File: src/hw/rtl/pinhole_point_projection_core_defines.svh
// Assertion macros for the pinhole projection core.
`ifndef PINHOLE_POINT_PROJECTION_CORE_DEFINES_SVH
`define PINHOLE_POINT_PROJECTION_CORE_DEFINES_SVH
`ifndef NO_ASSERTIONS
`define PPP_ASSERT(lbl, clk, rstn, prop, msg) \
  lbl: assert property (@(posedge clk) disable iff (!rstn) prop) else $error(msg);
`define PPP_ASSERT_NEXT(lbl, clk, rstn, pre, post, msg) \
  lbl: assert property (@(posedge clk) disable iff (!rstn) (pre) |=> (post)) else $error(msg);
`else
`define PPP_ASSERT(lbl, clk, rstn, prop, msg)
`define PPP_ASSERT_NEXT(lbl, clk, rstn, pre, post, msg)
`endif
`endif

File: src/hw/rtl/ppp_pkg.sv
`default_nettype none
package ppp_pkg;
  localparam int NumW = 87;
  localparam int RemW = 54;
  localparam int QW   = 41;
  localparam int CamW = 55;
  localparam logic signed [CamW-1:0] MinDepth = 55'sd17180;

  typedef enum logic [2:0] {
    CFG_ROT0      = 3'd0,
    CFG_ROT1      = 3'd1,
    CFG_ROT2      = 3'd2,
    CFG_TRANS_XY  = 3'd3,
    CFG_TRANS_Z   = 3'd4,
    CFG_FOCAL     = 3'd5,
    CFG_PRINCIPAL = 3'd6,
    CFG_NONE      = 3'd7
  } cfg_idx_e;

  typedef struct packed {
    logic            valid;
    logic            vis;
    logic [RemW-1:0] d;
    logic [31:0]     depth;
  } side_t;

  typedef struct packed {
    logic [NumW-1:0] n;
    logic [RemW-1:0] r;
    logic [QW-1:0]   q;
    logic            big;
    logic            neg;
  } lane_t;
endpackage
`default_nettype wire

File: src/hw/rtl/ppp_cell.sv
`default_nettype none
module ppp_cell (
  input  wire logic          clk_i,
  input  wire logic          rst_ni,
  input  wire logic          adv_i,
  input  wire ppp_pkg::side_t side_i,
  input  wire ppp_pkg::lane_t lx_i,
  input  wire ppp_pkg::lane_t ly_i,
  output ppp_pkg::side_t     side_o,
  output ppp_pkg::lane_t     lx_o,
  output ppp_pkg::lane_t     ly_o
);
  import ppp_pkg::*;

  function automatic lane_t step(lane_t l, logic [RemW-1:0] d);
    logic [RemW:0]  rr;
    logic [RemW:0]  diff;
    logic           ge;
    logic [QW-1:0]  qs;
    logic           nb;
    lane_t          o;
    rr   = {l.r, l.n[NumW-1]};
    diff = rr - {1'b0, d};
    ge   = rr >= {1'b0, d};
    qs   = {l.q[QW-2:0], ge};
    nb   = l.big | qs[QW-1];
    o.n   = {l.n[NumW-2:0], 1'b0};
    o.r   = ge ? diff[RemW-1:0] : rr[RemW-1:0];
    o.q   = nb ? {1'b1, {(QW-1){1'b0}}} : qs;
    o.big = nb;
    o.neg = l.neg;
    return o;
  endfunction

  logic  valid_q;
  side_t pay_q;
  lane_t lx_q, ly_q;

  always_ff @(posedge clk_i or negedge rst_ni) begin
    if (!rst_ni) begin
      valid_q <= 1'b0;
    end else if (adv_i) begin
      valid_q <= side_i.valid;
    end
  end

  always_ff @(posedge clk_i) begin
    if (adv_i) begin
      pay_q <= side_i;
      lx_q  <= step(lx_i, side_i.d);
      ly_q  <= step(ly_i, side_i.d);
    end
  end

  always_comb begin
    side_o       = pay_q;
    side_o.valid = valid_q;
  end
  assign lx_o = lx_q;
  assign ly_o = ly_q;
endmodule
`default_nettype wire

File: config.mk
export PLATFORM = sky130hd
export DESIGN_NAME = ppp_cell
export DESIGN_NICKNAME = d
export VERILOG_FILES = /design/src/hw/rtl/pinhole_point_projection_core_defines.svh /design/src/hw/rtl/ppp_pkg.sv /design/src/hw/rtl/ppp_cell.sv
export SDC_FILE = /design/constraint.sdc
export NUM_CORES = 1
export LEC_CHECK = 0
export ABC_AREA = 1
export ABC_CLOCK_PERIOD_IN_PS = 980
export BUFFER_PORTS_ARGS = -buffer_cell sky130_fd_sc_hd__buf_4
export CORE_AREA = 3 3 350 352
export CTS_CLUSTER_SIZE = 40
export DETAILED_ROUTE_END_ITERATION = 10
export DIE_AREA = 0 0 353 355
export GPL_TIMING_DRIVEN = 1
export SYNTH_ARGS = -nofsm -noshare
export SYNTH_HDL_FRONTEND = slang
export SYNTH_SLANG_ARGS = --single-unit
File: constraint.sdc
create_clock -name clk_i -period 0.98 [get_ports clk_i]
set_clock_uncertainty 0.1 [all_clocks]
set_input_delay 0.098 -clock clk_i [delete_from_list [all_inputs] [get_ports clk_i]]
set_output_delay 0.098 -clock clk_i [all_outputs]
set_load 0.01 [all_outputs]
Yosys cells after proc, flatten, opt, wreduce, memory -nomap -nowiden. Cells that the tools add are included. W data, S select, Z words.

Flip-flop bits (word level): 454. Output and inout port bits: 456.

Add/sub/neg operators: 2. $lt $le $gt $ge: 2. Mux-type cells: 2. Bitwise gates (word level): 2.

Operators by type and width (number): $ge A55 B54 Y1 (2); $mux W54 (2); $sub A54 B54 Y54 (2); $or A1 B1 Y1 (2).

Depth between registers and ports, before layout.
Word-level depth: 2. Depth in mapped cells: 16.

Least setup slack after synthesis. OpenSTA, ideal clock, no wires.

Kind: in2reg. From: input side_i[82] (netlist name). To: register ly_q, in the netlist ly_o[96], data pin. Data arrival time: 1.726 ns. Data required time: 0.627 ns. Slack: -1.099 ns. Cell stages on the path: 13. Path buffers: 1. Cell sequence: inv_1 ha_1 nand2_1 inv_2 a21oi_1 nor2_1 nor2_1 nand2_1 a21oi_4 nand3_4 buf_12 nand3_1 nand2_1.

Longest elaborated chain between the ends: 2. Elaborated cells on any way between the ends: 3. Classes of those cells: 1 x add/sub; 1 x order compare; 1 x mux.

Ends and longest elaborated chain: from (decl) (line ppp_cell.sv:6) `input wire ppp_pkg::side_t side_i,`; $sub A54 B54 Y54 / $ge A55 B54 Y1 (equally long branches) (line ppp_cell.sv:23, ppp_cell.sv:24); $mux W54 (*) (line ppp_cell.sv:28) `o.r = ge ? diff[RemW-1:0] : rr[RemW-1:0];`; to (signal assigned) (line ppp_cell.sv:51) `ly_q <= step(ly_i, side_i.d);`; to (decl) (line ppp_cell.sv:37) `lane_t lx_q, ly_q;`.

Mark *: on every way between the ends. The rest lies on a longest branch, timed or not. A chain may end at the register's enable or synchronous reset.

Final worst setup path.
From: input side_i[53] (netlist name). To: register lx_q, in the netlist lx_o[86], data pin.

Longest elaborated chain between the ends: 2. Elaborated cells on any way between the ends: 3. Classes of those cells: 1 x add/sub; 1 x order compare; 1 x mux.

Ends and longest elaborated chain: $sub A54 B54 Y54 / $ge A55 B54 Y1 (equally long branches) (line ppp_cell.sv:23, ppp_cell.sv:24); $mux W54 (*) (line ppp_cell.sv:28); to (signal assigned) (line ppp_cell.sv:50) `lx_q <= step(lx_i, side_i.d);`; to (decl) (line ppp_cell.sv:37).

Marks and branches as above.

==> key figures <==
Run status
  • Status: finished, violations left
  • Violated checks: hold timing, setup timing

Route
  • ANT nets after route: 0
  • DRT iter0 DRCs: 1821
  • DR WL/cell: 22.1 um
  • DRC violations left: 0
  • First-pass iteration count of the detailed router: 6
  • Total vias in the final route: 29500
  • Vias/cell: 4.33
  • Post-Route WL: 151 mm

Setup path
  • CP Launch Type: primary input
  • Crit. End Element: flop
  • Worst Path Arrival: 2190 ps
  • Top delay family on crit path: simple AND/OR/NAND/NOR gates
  • CP Buf/Inv Count: 7
  • Kind of critical path: primary input to flop
  • CP most frequent cell: nand2_2
  • Crit Path Max Fanout: 9
  • Slowest stage delay, CP: 260 ps
  • Worst Path Required: 1290 ps
  • Slowest cell on crit path: ha_4
  • Critical path cell sequence: buf_8 > clkinvlp_4 > buf_6 > ha_4 > nand2_4 > inv_2 > nand2_2 > nand2_2 > inv_2 > nand2_2 > nand3b_1 > nand2_2 > nand3_4 > buf_12 > buf_4 > nand3_4 > nand2_2

Pwr
  • P_leak: 24.7 nW
  • Comb pwr share: 35.1%
  • Sequential share of power: 35.7%
  • Switching share of power: 32.3%
  • Cell internal pwr: 47.0 mW
  • Switch Pwr: 22.4 mW
  • Clock Power Share: 29.3%
  • PD cells: 1330 nW/um2
  • Tot Pwr: 69.5 mW
  • Worst vdd rail ir drop: 1.32 mV

STA
  • Worst setup margin: -894 ps
  • Tcrit/Tclk final: 191%
  • Final Setup Violations: 584
  • Final Hold Vio Count: 178
  • Max-slew violations: 0
  • Min Hold Slack: -293 ps
  • RSZ-0062 raised after global routing: yes
  • Min cycle time layout: 1870 ps
  • Peak Freq: 533 MHz

Die
  • Die width: 353 um
  • Row cnt: 127
  • Die area: 125000 um2
  • Initial core utilization: 21.8%
  • Core area: 120000 um2
  • # IOs: 915
  • Chip height: 355 um

Clock network
  • Clk slew on worst S/H paths: 60 ps
  • TritonCTS clock tree: built
  • H-tree depth: 2
  • Maximum clock insertion buffer count: 3
  • Root buffer cell: clkbuf_16
  • CTS Sinks: 454
  • Worst-Skew Late Latency: 630 ps
  • CTS buffer count: 53

Synthesis
  • Asr flop ratio synth: 0.220%
  • Syn Std Cell Area: 26100 um2
  • Post-synth top area share: 52.1%
  • Predominant post-synthesis flop cell: edfxtp_1
  • Synth area leader: edfxtp_1
  • Yosys Warn Count: 0
  • FF+latch count, synth: 454
  • Ranking of synthesized cells by area: edfxtp_1 (52%), nand2_1 (15%), inv_1 (10%)
  • Mapped Cells: 3141
  • Syn avg cell area: 8.31 um2
  • Sequential fraction of the synthesis area: 52.2%
  • Distinct cells, synth: 42
  • Post-synth EDFFs: 453

Global route
  • Total track usage: 22.4%
  • Grt ovf: 0
  • Vias in the first global route: 29900
  • Largest net degree at the start of global routing: 31
  • Initial antenna violation count: 20
  • First-pass GRT wire length: 205 mm

Place
  • DP HPWL: 115 mm
  • Buffers on Ports: 910
  • Routability congestion estimate from global placement: 0.987

Final layout
  • Layout Utilization: 43.6%
  • Share of cells above drive strength 1: 44.6%
  • FILL cells: 11200
  • Most frequent cells in the layout: buf_4 (988), nand2_1 (808), inv_1 (639)
  • Syn-to-layout area delta: 99.8%
  • Commonest non-fill, non-tap cell in the layout: buf_4
  • Nets: 5720

Run
  • Max-cap viol count: 0

Min path
  • Hold WC Path Type: primary input to flop
[cells in the mapped netlist (8+ instances only)]
| cell type | number |
|---|---|
| nor2_2 | 17 |
| nor2_1 | 260 |
| a21oi_1 | 66 |
| nand4_1 | 73 |
| nand2_2 | 8 |
| inv_2 | 12 |
| nor3_1 | 16 |
| inv_1 | 712 |
| buf_6 | 11 |
| o21ai_1 | 54 |
| edfxtp_1 | 453 |
| nand3b_1 | 26 |
| clkbuf_1 | 15 |
| xor2_1 | 58 |
| nand3_1 | 119 |
| ha_1 | 108 |
| and2_1 | 8 |
| nand3_2 | 12 |
| nand2_1 | 1065 |
[path summary, 6_finish.rpt]
check,from,endpoint,slack (ps),depth (start not counted)
setup reg to reg,valid_q$_DFFE_PN0P_,valid_q$_DFFE_PN0P_,110,1
hold reg to reg,valid_q$_DFFE_PN0P_,valid_q$_DFFE_PN0P_,450,1
setup / recovery,side_i[53],lx_o[86]$_DFFE_PP_,-890,17
hold / removal,ly_i[95],ly_o[96]$_DFFE_PP_,-290,3
min in group asynchronous,rst_ni,valid_q$_DFFE_PN0P_,280,3
max in group asynchronous,rst_ni,valid_q$_DFFE_PN0P_,390,3
[per-stage QoR]
step | setup slack [ps] | cells | cell area, um2 | setup TNS (ps)
after floorplan | -1030 | 3142 | 27100 | -109950
after global placement | -2260 | 6132 | 39800 | -295820
after detailed placement | -2260 | 6132 | 39800 | -295810
after CTS | -795 | 6761 | 49700 | -288140
after global routing | -915 | 6814 | 52100 | -301660
final | -894 | 6816 | 52100 | -273650
[per-layer routing]
layer  share of wire (%)  up-vias  wire length, um  track usage (%)
met2                  51     1250            76700             41.0
li1                    -    13900                -                -
met3                 7.0      366            10500             5.06
met1                  36    14000            54200             24.3
met4                 6.3        2             9450             10.9
met5              0.0086        -               13                0
[sequential cells by signal (all words and copies together), names as in the netlist]
register,count
lx_o,183
valid_q,1
ly_o,183
side_o,87
[timing repair]
action                                 CTS  global route
setup endpoints to repair              564           632
pin swaps                               85           123
gates resized for setup                694           512
buffers inserted                        64            32
endpoints found under the hold margin  607           200
cloned                                  16             8
hold buffers                           453             9
[area by class of cell]
type / instances / area, um2 / share of cell area, %
Tap cell: 1612 / 2020 / 3.87
Sequential cell: 454 / 13600 / 26.1
Multi-Input combinational cell: 1922 / 13000 / 24.9
Timing Repair Buffer: 1994 / 18900 / 36.3
Clock inverter: 32 / 315 / 0.605
Clock buffer: 65 / 1410 / 2.71
Antenna cell: 11 / 27.5 / 0.0528
Inverter: 726 / 2860 / 5.48
[power by group through the flow]
| stage | Sequential, mW | Clock, mW | Combinational (mW) |
|---|---|---|---|
| after floorplan | 25.5 | 0 | 6.05 |
| after global placement | 24.8 | 0 | 18.0 |
| after detailed placement | 24.7 | 0 | 18.1 |
| after CTS | 24.6 | 20.7 | 22.4 |
| after global routing | 24.9 | 21.6 | 25.8 |
| final | 24.8 | 20.3 | 24.4 |
[cell families after synthesis]
logic type,count (synthesis),share of synthesized area (%)
other,1,0.0144
adders and majority gates,110,5.33
and+or+nand+nor,1616,26.0
DFF,454,52.2
xor gates and xnor gates,58,1.95
buffers and inverters,766,11.7
AOI/OAI and AO/OA,135,2.73
muxes,1,0.0432
Power figures use the tool's default switching activity.
